File: config.mk
export PLATFORM = sky130hd
export DESIGN_NAME = life_generation_stencil_flat
export DESIGN_NICKNAME = d
export VERILOG_FILES = /design/src/lgs_pkg.sv /design/src/lgs_if.sv /design/src/lgs_result_fifo.sv /design/src/life_generation_stencil.sv /design/src/flat_wrapper.sv
export VERILOG_INCLUDE_DIRS = /design/src /design/src/src
export SDC_FILE = /design/constraint.sdc
export NUM_CORES = 2
export LEC_CHECK = 0
export BUFFER_PORTS_ARGS = -buffer_cell sky130_fd_sc_hd__buf_2
export CAP_MARGIN = 15
export CORE_ASPECT_RATIO = 2
export CORE_MARGIN = 1.5
export CORE_UTILIZATION = 40
export DETAILED_ROUTE_END_ITERATION = 8
export PLACE_DENSITY = 0.58
export SYNTH_ARGS = -nofsm -noshare
export SYNTH_HDL_FRONTEND = slang
export SYNTH_HIERARCHICAL = 1
export SYNTH_SLANG_ARGS = --single-unit
File: constraint.sdc
create_clock -name clk -period 19.9 [get_ports clk]
set_input_delay 0.995 -clock clk [delete_from_list [all_inputs] [get_ports clk]]
set_output_delay 0.995 -clock clk [all_outputs]
set_load 0.02 [all_outputs]
File: src/assert_macros.svh
// ---------------------------------------------------------------------------
// Assertion macros shared by the stencil RTL.
// Each macro samples on the rising edge of clk and is disabled during reset.
// ---------------------------------------------------------------------------
`ifndef ASSERT_MACROS_SVH
`define ASSERT_MACROS_SVH

// Same-cycle implication.
`define ASSERT_IMPLIES(lbl, ante, cons, msg) \
	lbl: assert property (@(posedge clk) disable iff (!arst_n) (ante) |-> (cons)) \
		else $error(msg);

// Next-cycle implication.
`define ASSERT_NEXT(lbl, ante, cons, msg) \
	lbl: assert property (@(posedge clk) disable iff (!arst_n) (ante) |=> (cons)) \
		else $error(msg);

`endif

File: src/lgs_pkg.sv
// ---------------------------------------------------------------------------
// lgs_pkg
// Types, constants and the Life rule shared by the stencil RTL.
// ---------------------------------------------------------------------------
package lgs_pkg;

	// Field and register widths.
	localparam int ROW_W = 12;
	localparam int COL_W = 9;
	localparam int GC_W  = 10;
	localparam int CFG_W = 12;

	// Register reset values.
	localparam logic [GC_W-1:0]  GRID_COLUMNS_RST = 10'd500;
	localparam logic [ROW_W-1:0] GRID_ROWS_RST    = 12'd500;

	// Smallest legal grid edge.
	localparam int MIN_EDGE = 3;

	// Life rule: born on three, survives on two or three.
	localparam logic [3:0] BIRTH_COUNT   = 4'd3;
	localparam logic [3:0] SURVIVE_COUNT = 4'd2;

	// Result queue geometry.
	localparam int QDEPTH = 4;
	localparam int QPTR_W = 2;
	localparam int QCNT_W = 3;

	// Configuration register indexes.
	typedef enum logic {
		CFG_GRID_COLUMNS = 1'b0,
		CFG_GRID_ROWS    = 1'b1
	} cfg_reg_t;

	// One queue entry: one or two results of the same input item.
	typedef struct packed {
		logic             alive0;
		logic             alive1;
		logic             pair;
		logic             done;
		logic [ROW_W-1:0] row;
		logic [COL_W-1:0] col;
	} res_pair_t;

	// Next state of the center cell of a 3x3 window (bit 4 is the center).
	function automatic logic life_next(input logic [8:0] w);
		logic [3:0] n;
		n = 4'(w[0]) + 4'(w[1]) + 4'(w[2]) + 4'(w[3])
			+ 4'(w[5]) + 4'(w[6]) + 4'(w[7]) + 4'(w[8]);
		return w[4] ? (n == SURVIVE_COUNT || n == BIRTH_COUNT) : (n == BIRTH_COUNT);
	endfunction

endpackage

File: src/lgs_if.sv
// ---------------------------------------------------------------------------
// lgs_if
// Valid/ready channels of the stencil: the cell stream and the result stream.
// ---------------------------------------------------------------------------

// Cell stream: one beat per raster cell or flush item.
interface lgs_cell_if;
	logic valid;
	logic ready;
	logic kind;
	logic cell_alive;

	modport source (output valid, output kind, output cell_alive, input ready);
	modport sink   (input valid, input kind, input cell_alive, output ready);
endinterface

// Result stream: one beat per next-generation cell.
interface lgs_result_if import lgs_pkg::*; ();
	logic             valid;
	logic             ready;
	logic             next_alive;
	logic [ROW_W-1:0] cell_row;
	logic [COL_W-1:0] cell_column;
	logic             frame_done;

	modport source (output valid, output next_alive, output cell_row,
		output cell_column, output frame_done, input ready);
	modport sink   (input valid, input next_alive, input cell_row,
		input cell_column, input frame_done, output ready);
endinterface

File: src/lgs_result_fifo.sv
// ---------------------------------------------------------------------------
// lgs_result_fifo
// Small result queue. Each entry holds the one or two results of one input
// item and is sent as one or two beats on the result channel.
// ---------------------------------------------------------------------------
`include "assert_macros.svh"

module lgs_result_fifo import lgs_pkg::*; (
	input  logic              clk,
	input  logic              arst_n,
	input  logic              push,
	input  res_pair_t         push_data,
	lgs_result_if.source      results,
	output logic [QCNT_W-1:0] level
);

	res_pair_t          entry_q [QDEPTH];
	logic [QPTR_W-1:0]  wr_ptr_q;
	logic [QPTR_W-1:0]  rd_ptr_q;
	logic [QCNT_W-1:0]  cnt_q;
	logic               sub_q;
	res_pair_t          head;
	logic               beat;
	logic               pop;

	// Head entry and which of its two results is on the channel.
	assign head = entry_q[rd_ptr_q];
	assign beat = results.valid && results.ready;
	assign pop  = beat && (!head.pair || sub_q);

	assign results.valid       = (cnt_q != '0);
	assign results.next_alive  = sub_q ? head.alive1 : head.alive0;
	assign results.cell_row    = head.row;
	assign results.cell_column = head.col + COL_W'(sub_q);
	assign results.frame_done  = sub_q && head.done;
	assign level               = cnt_q;

	// Entry storage.
	always_ff @(posedge clk) begin
		if (push) begin
			entry_q[wr_ptr_q] <= push_data;
		end
	end

	// Pointers, fill count and the second-beat flag.
	always_ff @(posedge clk or negedge arst_n) begin
		if (!arst_n) begin
			wr_ptr_q <= '0;
			rd_ptr_q <= '0;
			cnt_q    <= '0;
			sub_q    <= 1'b0;
		end else begin
			if (push) begin
				wr_ptr_q <= wr_ptr_q + 1'b1;
			end
			if (pop) begin
				rd_ptr_q <= rd_ptr_q + 1'b1;
			end
			if (push && !pop) begin
				cnt_q <= cnt_q + 1'b1;
			end else if (pop && !push) begin
				cnt_q <= cnt_q - 1'b1;
			end
			if (pop) begin
				sub_q <= 1'b0;
			end else if (beat) begin
				sub_q <= 1'b1;
			end
		end
	end

	`ASSERT_IMPLIES(a_no_overflow, push && !pop, cnt_q != QCNT_W'(QDEPTH), "result queue overflow")
	`ASSERT_IMPLIES(a_sub_on_pair, sub_q, results.valid && head.pair, "second beat without a pair")
	`ASSERT_NEXT(a_hold_on_stall, results.valid && !results.ready, results.valid, "stalled beat lost")

endmodule

File: src/life_generation_stencil.sv
// ---------------------------------------------------------------------------
// life_generation_stencil
// One Conway Life generation (B3/S23) over a raster streamed row by row.
// Usage: send grid_rows rows of grid_columns beats on "cells" (kind 0 with
// the cell state), then one row of flush beats (kind 1). Each beat at stream
// row r >= 1, column c >= 1 yields the next state of cell (r-1, c-1) on
// "results"; the last column beat also yields cell (r-1, last). frame_done
// marks the result for the final grid cell.
// Throughput: one cell beat per cycle while the result queue has room; the
// single line memory is read at accept and written back in the next cycle,
// so no beat waits on another. Results pass stage 1 and the result queue.
// When the receiver stalls, results wait in a four-entry queue; cells are
// refused once the queue cannot take the beat in flight plus one more.
// Reset clears the counters and window, sets both geometry registers to
// 500 and needs no clearing pass: line memory is masked until written.
// Write configuration only while the block is idle.
// ---------------------------------------------------------------------------
`include "assert_macros.svh"

module life_generation_stencil import lgs_pkg::*; #(
	parameter int MAX_COLUMNS = 512
) (
	input  logic             clk,
	input  logic             arst_n,
	input  logic             cfg_we,
	input  logic             cfg_index,
	input  logic [CFG_W-1:0] cfg_data,
	lgs_cell_if.sink         cells,
	lgs_result_if.source     results
);

	localparam int AW = (MAX_COLUMNS > 2) ? $clog2(MAX_COLUMNS) : 1;
	localparam int NW = $clog2(MAX_COLUMNS + 1);
	localparam int XW = 13;

	// Configuration registers.
	logic [GC_W-1:0]  grid_columns_q;
	logic [ROW_W-1:0] grid_rows_q;

	// Raster position of the next beat.
	logic [AW-1:0]    col_q;
	logic [ROW_W-1:0] row_q;

	// Stage 1: beat whose line memory entry is being read.
	logic             v_s1;
	logic [AW-1:0]    col_s1;
	logic [ROW_W-1:0] row_s1;
	logic             cur_s1;
	logic             last_s1;
	logic             done_s1;
	logic             up_en_s1;
	logic             mid_en_s1;
	logic             fwd_s1;
	logic [1:0]       fwd_data_s1;
	logic [1:0]       rd_s1;

	// Line memory: bit 1 is the upper line, bit 0 the middle line.
	logic [1:0] line_mem [MAX_COLUMNS];

	logic [8:0] window_q;

	logic [XW-1:0]     ncol_x;
	logic [NW-1:0]     ncol;
	logic [ROW_W-1:0]  nrow;
	logic              accept;
	logic              wrap;
	logic [AW-1:0]     c0;
	logic [XW-1:0]     row_t;
	logic [ROW_W-1:0]  r0;
	logic [XW-1:0]     row_n;
	logic [NW-1:0]     col_n;
	logic              last0;
	logic              cur0;
	logic [1:0]        entry;
	logic              up;
	logic              mid;
	logic [8:0]        win_base;
	logic [8:0]        win1;
	logic [8:0]        win2;
	logic              push;
	res_pair_t         push_data;
	logic [QCNT_W-1:0] level;

	// Geometry in use, clamped to the legal range.
	always_comb begin
		ncol_x = XW'(grid_columns_q);
		if (ncol_x < XW'(MIN_EDGE)) begin
			ncol_x = XW'(MIN_EDGE);
		end else if (ncol_x > XW'(MAX_COLUMNS)) begin
			ncol_x = XW'(MAX_COLUMNS);
		end
		ncol = ncol_x[NW-1:0];
		nrow = (grid_rows_q < ROW_W'(MIN_EDGE)) ? ROW_W'(MIN_EDGE) : grid_rows_q;
	end

	// Configuration writes.
	always_ff @(posedge clk or negedge arst_n) begin
		if (!arst_n) begin
			grid_columns_q <= GRID_COLUMNS_RST;
			grid_rows_q    <= GRID_ROWS_RST;
		end else if (cfg_we) begin
			unique case (cfg_reg_t'(cfg_index))
				CFG_GRID_COLUMNS: grid_columns_q <= cfg_data[GC_W-1:0];
				CFG_GRID_ROWS:    grid_rows_q    <= cfg_data[ROW_W-1:0];
				default:          ;
			endcase
		end
	end

	// Accept a beat only if the queue can hold it and the one in flight.
	assign cells.ready = (QCNT_W'(level + QCNT_W'(v_s1)) < QCNT_W'(QDEPTH));
	assign accept      = cells.valid && cells.ready;

	// Position of the incoming beat; a stale column ends the row first.
	always_comb begin
		wrap  = (NW'(col_q) >= ncol);
		c0    = wrap ? '0 : col_q;
		row_t = XW'(row_q) + XW'(wrap);
		r0    = (row_t > XW'(nrow)) ? '0 : row_t[ROW_W-1:0];
		col_n = NW'(c0) + 1'b1;
		last0 = (col_n == ncol);
		row_n = XW'(r0) + 1'b1;
		cur0  = (r0 < nrow) && !cells.kind && cells.cell_alive;
	end

	// Raster counters.
	always_ff @(posedge clk or negedge arst_n) begin
		if (!arst_n) begin
			col_q <= '0;
			row_q <= '0;
		end else if (accept) begin
			if (last0) begin
				col_q <= '0;
				row_q <= (row_n > XW'(nrow)) ? '0 : row_n[ROW_W-1:0];
			end else begin
				col_q <= col_n[AW-1:0];
				row_q <= r0;
			end
		end
	end

	// Stage 1 valid.
	always_ff @(posedge clk or negedge arst_n) begin
		if (!arst_n) begin
			v_s1 <= 1'b0;
		end else begin
			v_s1 <= accept;
		end
	end

	// Stage 1 payload, with forwarding when the entry is still being written.
	always_ff @(posedge clk) begin
		if (accept) begin
			col_s1      <= c0;
			row_s1      <= r0;
			cur_s1      <= cur0;
			last_s1     <= last0;
			done_s1     <= (r0 == nrow);
			up_en_s1    <= (r0 >= ROW_W'(2));
			mid_en_s1   <= (r0 != '0);
			fwd_s1      <= v_s1 && (col_s1 == c0);
			fwd_data_s1 <= {mid, cur_s1};
		end
	end

	// Line memory read port.
	always_ff @(posedge clk) begin
		if (accept) begin
			rd_s1 <= line_mem[c0];
		end
	end

	// Line memory write-back: the middle line moves up, the new cell enters.
	always_ff @(posedge clk) begin
		if (v_s1) begin
			line_mem[col_s1] <= {mid, cur_s1};
		end
	end

	// Window update and rule evaluation; rows above the grid read as dead.
	always_comb begin
		entry    = fwd_s1 ? fwd_data_s1 : rd_s1;
		up       = up_en_s1 && entry[1];
		mid      = mid_en_s1 && entry[0];
		win_base = (col_s1 == '0) ? '0 : window_q;
		win1     = {cur_s1, mid, up, win_base[8:3]};
		win2     = {3'b000, win1[8:3]};
	end

	// Sliding window.
	always_ff @(posedge clk or negedge arst_n) begin
		if (!arst_n) begin
			window_q <= '0;
		end else if (v_s1) begin
			window_q <= last_s1 ? win2 : win1;
		end
	end

	// Results for the cell one row up and one column left.
	always_comb begin
		push             = v_s1 && (row_s1 != '0) && (col_s1 != '0);
		push_data.alive0 = life_next(win1);
		push_data.alive1 = life_next(win2);
		push_data.pair   = last_s1;
		push_data.done   = last_s1 && done_s1;
		push_data.row    = row_s1 - 1'b1;
		push_data.col    = COL_W'(col_s1 - 1'b1);
	end

	lgs_result_fifo u_result_fifo (
		.clk       (clk),
		.arst_n    (arst_n),
		.push      (push),
		.push_data (push_data),
		.results   (results),
		.level     (level)
	);

	`ASSERT_NEXT(a_accept_loads_s1, accept, v_s1, "accepted beat did not reach stage 1")
	`ASSERT_IMPLIES(a_room_for_s1, v_s1, level != QCNT_W'(QDEPTH), "no queue room for beat in flight")
	`ASSERT_IMPLIES(a_fwd_adjacent, accept && v_s1, col_s1 != c0, "back-to-back beats on one column")

endmodule
File: src/flat_wrapper.sv
// flat-port wrapper written by rule: the top's interface ports become plain ports
module life_generation_stencil_flat import lgs_pkg::*;
#(
	parameter int MAX_COLUMNS = 512
)
  (clk, arst_n, cfg_we, cfg_index, cfg_data, cells_valid, cells_kind, cells_cell_alive, cells_ready, results_valid, results_next_alive, results_cell_row, results_cell_column, results_frame_done, results_ready);
  lgs_cell_if cells_i ();
  lgs_result_if results_i ();
  input  logic clk;
  input  logic arst_n;
  input  logic cfg_we;
  input  logic cfg_index;
  input  logic [CFG_W-1:0] cfg_data;
  input wire logic [$bits(cells_i.valid)-1:0] cells_valid;
  input wire logic [$bits(cells_i.kind)-1:0] cells_kind;
  input wire logic [$bits(cells_i.cell_alive)-1:0] cells_cell_alive;
  output wire logic [$bits(cells_i.ready)-1:0] cells_ready;
  output wire logic [$bits(results_i.valid)-1:0] results_valid;
  output wire logic [$bits(results_i.next_alive)-1:0] results_next_alive;
  output wire logic [$bits(results_i.cell_row)-1:0] results_cell_row;
  output wire logic [$bits(results_i.cell_column)-1:0] results_cell_column;
  output wire logic [$bits(results_i.frame_done)-1:0] results_frame_done;
  input wire logic [$bits(results_i.ready)-1:0] results_ready;
  assign cells_i.valid = cells_valid;
  assign cells_i.kind = cells_kind;
  assign cells_i.cell_alive = cells_cell_alive;
  assign cells_ready = cells_i.ready;
  assign results_valid = results_i.valid;
  assign results_next_alive = results_i.next_alive;
  assign results_cell_row = results_i.cell_row;
  assign results_cell_column = results_i.cell_column;
  assign results_frame_done = results_i.frame_done;
  assign results_i.ready = results_ready;
  life_generation_stencil #(.MAX_COLUMNS(MAX_COLUMNS)) u_core (.clk(clk), .arst_n(arst_n), .cfg_we(cfg_we), .cfg_index(cfg_index), .cfg_data(cfg_data), .cells(cells_i), .results(results_i));
endmodule
# After elaboration in Yosys (flattened, before gate mapping)
# Memory sizes are Yosys's and may differ from the RTL's. A register that Yosys moved wholly into a read port is not among the register bits.
# Cells that the tools add are included.
# W data, S select, Z words.
[totals]
reg_bits = 90
inputBits = 20
out_inout_bits = 25
word_cells = 112
memories = 2
ramBits = 1124
[memory_table]
columns = ["memory", "words", "width", "rd", "rd_ports_with_merged_regs", "wr", "line_no", "rtl"]
rows = [
  ["u_core.line_mem", 512, 2, 1, 1, 1, "life_generation_stencil.sv:58", "logic [1:0] line_mem [MAX_COLUMNS];"],
  ["u_core.u_result_fifo.entry_q", 4, 25, 1, 0, 1, "lgs_result_fifo.sv:17", "res_pair_t entry_q [QDEPTH];"],
]
[op_classes]
reduce_logical = 30
n_bitwise = 1
add_sub_neg = 22
mux = 22
n_eq_ne = 7
order_cmp = 9
[op_table]
columns = ["cell", "n"]
rows = [
  ["$mux W12", 4],
  ["$add A4 B1 Y4", 9],
  ["$mux W9", 4],
  ["$gt A13 B12 Y1", 2],
  ["$reduce_bool A12 Y1", 2],
  ["$mux W10", 2],
  ["$eq A4 B2 Y1 const B", 4],
  ["$logic_and A1 B1 Y1", 14],
  ["$add A12 B1 Y13", 1],
  ["$add A12 B1 Y13 const B", 1],
  ["$eq A12 B12 Y1", 1],
  ["$ge A12 B2 Y1 const B", 1],
  ["$lt A12 B12 Y1", 1],
  ["$lt A12 B2 Y1 const B", 1],
  ["$sub A12 B1 Y12 const B", 1],
  ["$add A9 B1 Y10 const B", 1],
  ["$eq A10 B10 Y1", 1],
  ["$ge A9 B10 Y1", 1],
  ["$gt A10 B10 Y1 const B", 1],
  ["$lt A10 B2 Y1 const B", 1],
  ["$add A9 B1 Y9", 1],
  ["$eq A9 B9 Y1", 1],
  ["$logic_not A9 Y1", 1],
  ["$mux W1", 9],
  ["other kinds (16)", 26],
]

# Depth between registers and ports, before layout
[depth]
ltp_word = 12
ltp_mapped = 45
mapped_depth_nobuf = 37

# Modules after synthesis
# The synthesis kept the hierarchy.
[modules_own_cells]
columns = ["mod", "cells_each", "area_per_inst_um2", "n_inst", "seq_area_each_um2"]
rows = [
  ["life_generation_stencil", 3825, 49054.5, 1, 32946.6],
  ["lgs_result_fifo", 194, 4220.3, 1, 3203.1],
]

# Least setup slack after synthesis
# No wires, ideal clock.
[synth_timing]
kind = "reg2reg"
start = "reg u_core.fwd_s1"
end = "reg u_core.fwd_data_s1[1] (data pin)"
path_slack_ns = 3.969
path_buffers = 0
setup_time_ns = 2.756
required_ns = 17.144
synth_period_minus_slack_ns = 15.931
stages_incl_launch_ff = 3
arrival_ns = 13.176
path_cell_list = "edfxtp_1 mux2i_1 nor2b_1"
[synth_between]
elab_chain_len = 2
[synth_rtl]
columns = ["element", "line_no", "rtl"]
rows = [
  ["from (decl)", "life_generation_stencil.sv:53", "logic fwd_s1;"],
  ["from (signal assigned)", "life_generation_stencil.sv:161", "fwd_s1 <= v_s1 && (col_s1 == c0);"],
  ["$mux W2", "life_generation_stencil.sv:182", "entry = fwd_s1 ? fwd_data_s1 : rd_s1;"],
  ["$logic_and A1 B1 Y1", "life_generation_stencil.sv:184", "mid = mid_en_s1 && entry[0];"],
  ["via u_core.mid", "life_generation_stencil.sv:76", "logic mid;"],
  ["to (signal assigned)", "life_generation_stencil.sv:162", "fwd_data_s1 <= {mid, cur_s1};"],
  ["to (decl)", "life_generation_stencil.sv:54", "logic [1:0] fwd_data_s1;"],
]
# The timed path passes the listed nets, and every way through them passes these cells.
# A chain may end at the register's enable or synchronous reset.

# Final worst setup path
[layout_timing]
start = "reg u_core.grid_columns_q[7]"
end = "reg u_core.row_q[9]"
[layout_between]
elab_chain_len = 11
word_cells_on_any_way = 15
classes_between = "add/sub: 3; order compare: 5; eq/ne: 1; mux: 6"
[layout_rtl]
columns = ["element", "line_no", "rtl"]
rows = [
  ["from (decl)", "life_generation_stencil.sv:37", "logic [GC_W-1:0] grid_columns_q;"],
  ["from (signal assigned)", "life_generation_stencil.sv:103", "CFG_GRID_COLUMNS: grid_columns_q <= cfg_data[GC_W-1:0];"],
  ["$gt A10 B10 Y1", "life_generation_stencil.sv:89", "end else if (ncol_x > XW'(MAX_COLUMNS)) begin"],
  ["$mux W10", "life_generation_stencil.sv:89", ""],
  ["$mux W10 (*)", "life_generation_stencil.sv:87", "if (ncol_x < XW'(MIN_EDGE)) begin"],
  ["$ge A9 B10 Y1 (*)", "life_generation_stencil.sv:116", "wrap = (NW'(col_q) >= ncol);"],
  ["$add A12 B1 Y13 (*)", "life_generation_stencil.sv:118", "row_t = XW'(row_q) + XW'(wrap);"],
  ["$gt A13 B12 Y1", "life_generation_stencil.sv:119", "r0 = (row_t > XW'(nrow)) ? '0 : row_t[ROW_W-1:0];"],
  ["$mux W12 (*)", "life_generation_stencil.sv:119", ""],
  ["via u_core.r0[0]", "life_generation_stencil.sv:69", "logic [ROW_W-1:0] r0;"],
  ["$add A12 B1 Y13 (*)", "life_generation_stencil.sv:122", "row_n = XW'(r0) + 1'b1;"],
  ["$gt A13 B12 Y1", "life_generation_stencil.sv:134", "row_q <= (row_n > XW'(nrow)) ? '0 : row_n[ROW_W-1:0];"],
  ["$mux W12 (*)", "life_generation_stencil.sv:134", ""],
  ["$mux W12 (*)", "life_generation_stencil.sv:132", "if (last0) begin"],
  ["to (signal assigned)", "life_generation_stencil.sv:134", ""],
  ["to (signal assigned)", "life_generation_stencil.sv:137", "row_q <= r0;"],
  ["to (decl)", "life_generation_stencil.sv:42", "logic [ROW_W-1:0] row_q;"],
]
# Mark *: on every way through the listed nets, which the timed path passes. The rest lies on a longest branch.

==> impl_metrics.ini <==
[power]
sw_ratio = 0.386
comb_power_share = 0.368
p_leak_nw = 19.0
peakVddDrop_uv = 124
cellInternalPower_mw = 5.31
power.density_cell_area_nw_per_um2 = 146
power_frac_clock = 0.252
share_seq_of_total_power = 0.380
total_switching_power_mw = 3.34
design_power_total_mw = 8.65

[clock_network]
h-tree-depth = 3
post-cts-setup-buffer-count = 0
worst_skew_late_latency_ns = 0.72
clk_pin_slew_ns = 0.08
holdBufCountCts = 0
clock_path_buffers = 3
cts_tree = yes
ctsResizeCount = 0
tritoncts_num_sinks = 1213
clock-root-buffer = sky130_fd_sc_hd__clkbuf_16
cts_made_buffers = 102

[critical_path]
cp-endpoint = u_core/row_q[9]
timing.rr.start = u_core/grid_columns_q[7]
critical_path.startpoint = u_core/grid_columns_q[7]
timing.rr.end = u_core/row_q[9]
crit_path_frequent_cell = sky130_fd_sc_hd__ha_1
cpLargestDelayFamily = simple AND/OR/NAND/NOR gates
crit_path_start_kind = register
crit_required_ns = 20.51
max_stage_delay_ns = 0.62
worst_r2r_path_depth = 35
worst_ep_arrival_time_ns = 10.24
setup.worst_path.end_class = register
critical_path_depth = 35
worstSetupPathType = reg2reg
critical_path.max_fanout = 17
critical_path.slowest_cell = sky130_fd_sc_hd__nor3_1
rrSetupSlack_ns = 10.26
cp.buffers_inverters = 5

[die]
die_width_um = 261
chipHeight_um = 519
floorplan.initialDensity = 0.402
fp-row-count = 189
io-pin-count = 45
die_area_um2 = 136000
core_area_um2 = 132000

[global_route]
maximum_number_of_pins_on_one_net_before_global_route_repair = 221
global_route.peak_usage_layer = met2
grt_antenna_before_repair = 2
grt.total_usage = 0.252
global_route.usage.met2 = 0.462
use_met1 = 0.255
globalRouteOverflowTotal = 0
grt_pass1_vias = 36000
grt_pass1_wl_um = 244000
use_met3 = 0.0363

[synth]
yosys_warnings = 6
postSynthCellCount = 4019
synth_edf_count = 1155
synth.yosys.seq_area_share = 0.679
post-synth-top-area-cell = sky130_fd_sc_hd__edfxtp_1
synth_cell_type_count = 91
syn-num-nets = 4114
syn_area_um2 = 53300
async_set_reset_flop_share_out_of_synthesis = 0.0478
synth_largest_type_area_fraction = 0.651
post_synth_top_flop = sky130_fd_sc_hd__edfxtp_1
synth_seq_cells = 1213
synthTopCellsByArea = sky130_fd_sc_hd__edfxtp_1 (65%), sky130_fd_sc_hd__nor2_1 (4.5%), sky130_fd_sc_hd__mux2i_1 (2.6%)
synth_area_per_cell_um2 = 13.3

[job]
max-cap-violations = 0

[timing]
finClkSkew_ns = 0.0204
min_period_over_period = 0.484
timing_hold_violations_final = 0
setup_repair_after_global_routing_missed_its_margin = no
layout_min_cycle_time_ns = 9.64
slew_hr = 0.113
final_max_slew_viol_count = 0
finalSetupViolCount = 0
max_slew.worst_pin.slew_ns = 1.33
max_clock_freq_mhz = 104
timing.setup.tns_ns = 0

[placed_design]
placer_s_final_routability_congestion_estimate = 0.918
dpl.cell_count = 5593
io_buffers = 44
dp_hpwl_um = 108000

[outcome]
outcome = finished, final reports clean

[drt]
drt-vias-per-instance = 6.04
postRouteAntennaNets = 0
post-route-drc-count = 0
initialDrtViolationCount = 2997
vias = 34900
postRouteWirelength_um = 172000
detailedRoute.firstPassIterationCount = 5
drt-wirelength-per-cell_um = 29.7

[cells_and_area]
nFillCells = 12100
final_nets = 4073
layout-drive-gt1-share = 0.133
multiInputGateArea_um2 = 15900
seqCellArea_um2 = 36200
area_growth_syn_to_layout_pct = 10.9
post_layout_nonfiller_instances = 5784

[min_path]
class_of_the_tightest_hold_or_removal_check = in2async
[flip-flops by register name (all words and copies together), names as in the netlist]
signal / cells
u_core/line_mem: 1024
u_core/u_result_fifo/entry_q: 100
u_core/grid_rows_q: 12
u_core/row_q: 12
u_core/row_s1: 12
u_core/grid_columns_q: 10
u_core/col_q: 9
u_core/col_s1: 9
u_core/window_q: 6
u_core/u_result_fifo/level: 3
u_core/fwd_data_s1: 2
u_core/rd_s1: 2
u_core/u_result_fifo/rd_ptr_q: 2
u_core/u_result_fifo/wr_ptr_q: 2
u_core/cur_s1: 1
u_core/done_s1: 1
u_core/fwd_s1: 1
u_core/last_s1: 1
u_core/mid_en_s1: 1
u_core/u_result_fifo/sub_q: 1
u_core/up_en_s1: 1
u_core/v_s1: 1
[power by group through the flow]
stage / Sequential, mW / Combinational (mW) / Clock (mW)
2_1_floorplan: 3.47 / 1.87 / 0
3_3_place_gp: 3.34 / 3.14 / 0
3_5_place_dp: 3.34 / 3.17 / 0
4_1_cts: 3.29 / 3.18 / 2.21
5_1_grt: 3.30 / 3.36 / 2.29
6_report: 3.29 / 3.18 / 2.18
[kinds of logic (layout without fill, tap and decap cells)]
logic type / Yosys count / after routing / share of synthesized area
AO/OA/AOI/OAI: 729 / 729 / 0.0927
XOR/XNOR: 69 / 69 / 0.0113
adder cells (fa/ha/maj): 75 / 75 / 0.0186
buffers and inverters: 356 / 399 / 0.0262
flip-flops: 1213 / 1213 / 0.679
multiplexers: 299 / 299 / 0.0686
other: 0 / 3 / 0
AND/OR/NAND/NOR: 1278 / 1278 / 0.104
[cells in the final DEF (no fill, tap or decap), types with 22 or more instances in the layout]
| cell | netlist | final |
|---|---|---|
| sky130_fd_sc_hd__nor3_1 | 40 | 39 |
| sky130_fd_sc_hd__o221ai_1 | 67 | 67 |
| sky130_fd_sc_hd__and3_1 | 34 | 34 |
| sky130_fd_sc_hd__a31oi_1 | 49 | 48 |
| sky130_fd_sc_hd__nand2_1 | 301 | 300 |
| sky130_fd_sc_hd__a21oi_1 | 167 | 165 |
| sky130_fd_sc_hd__mux4_2 | 38 | 38 |
| sky130_fd_sc_hd__nor2_1 | 633 | 630 |
| sky130_fd_sc_hd__dfrtp_1 | 46 | 41 |
| sky130_fd_sc_hd__ha_1 | 68 | 68 |
| sky130_fd_sc_hd__xnor2_1 | 37 | 37 |
| sky130_fd_sc_hd__inv_1 | 64 | 60 |
| sky130_fd_sc_hd__mux2_2 | 121 | 121 |
| sky130_fd_sc_hd__xor2_1 | 32 | 32 |
| sky130_fd_sc_hd__nand4_1 | 37 | 37 |
| sky130_fd_sc_hd__o211ai_1 | 37 | 37 |
| sky130_fd_sc_hd__edfxtp_1 | 1155 | 1155 |
| sky130_fd_sc_hd__nor4_1 | 22 | 22 |
| sky130_fd_sc_hd__nor2b_1 | 27 | 25 |
| sky130_fd_sc_hd__o22ai_1 | 22 | 22 |
| sky130_fd_sc_hd__mux2i_1 | 138 | 138 |
| sky130_fd_sc_hd__buf_4 | 3 | 93 |
| sky130_fd_sc_hd__a211oi_1 | 73 | 73 |
| sky130_fd_sc_hd__clkbuf_16 | 0 | 104 |
| sky130_fd_sc_hd__buf_2 | 28 | 44 |
| sky130_fd_sc_hd__o21ai_0 | 122 | 120 |
| sky130_fd_sc_hd__nand3_1 | 110 | 98 |
[worst register-to-register path: cells and delay by family (launching register included)]
family / cells / cell delay [ns]
compound gates: 11 / 2.53
xor+xnor: 2 / 0.29
fa+ha+maj: 6 / 1.60
flops: 1 / 0.38
simple gates: 11 / 3.80
buf+inv: 5 / 0.91
[cell usage after synthesis (all sizes together), types with 24 or more instances]
master and n:
a211oi 73, a21oi 168, a31oi 49, and3 34, buf 74, clkbuf 214
dfrtp 46, edfxtp 1155, ha 68, inv 66, mux2 121, mux2i 138
mux4 40, nand2 301, nand3 110, nand4 38, nor2 633, nor2b 27
nor3 40, nor4 24, o211ai 37, o21ai 135, o221ai 67, xnor2 37
xor2 32
[per-layer routing]
layer,wire (µm),vias up
met5,12,-
met4,14900,2
met3,9960,548
met2,91000,1439
met1,56200,17900
li1,-,15100
[worst min path at each step]
| stage | cells past startpoint | startpoint | endpoint |
|---|---|---|---|
| final | 2 | arst_n | u_core/grid_rows_q[10] |
| after global placement | 1 | u_core/window_q[8] | u_core/window_q[8] |
| after CTS | 2 | cfg_data[11] | u_core/grid_rows_q[11] |
| after global routing | 2 | cfg_data[11] | u_core/grid_rows_q[11] |
| after floorplan | 1 | u_core/window_q[8] | u_core/window_q[8] |
| after detailed placement | 1 | u_core/window_q[8] | u_core/window_q[8] |
[area by class of cell]
cell class / instances / share of cell area
diodes: 3 / 0.000127
inverters: 68 / 0.00447
multi-input cells: 2450 / 0.269
clock inverters: 74 / 0.0159
flip-flops and latches: 1213 / 0.612
clock buffers: 114 / 0.0448
repair buffers: 143 / 0.0175
well taps: 1719 / 0.0364
[metrics by stage]
step	util	cell area (µm²)	hold WS, ns	setup slack, ns
finish	0.446	59100	0.464	10.26
global route	0.446	59100	0.495	9.43
detailed placement	0.419	55500	0.479	10.42
floorplan	-	53300	0.455	3.97
global placement	0.419	55500	0.472	10.43
CTS	0.446	59100	0.464	10.33
No activity file was read; power rests on OpenSTA's default activity.
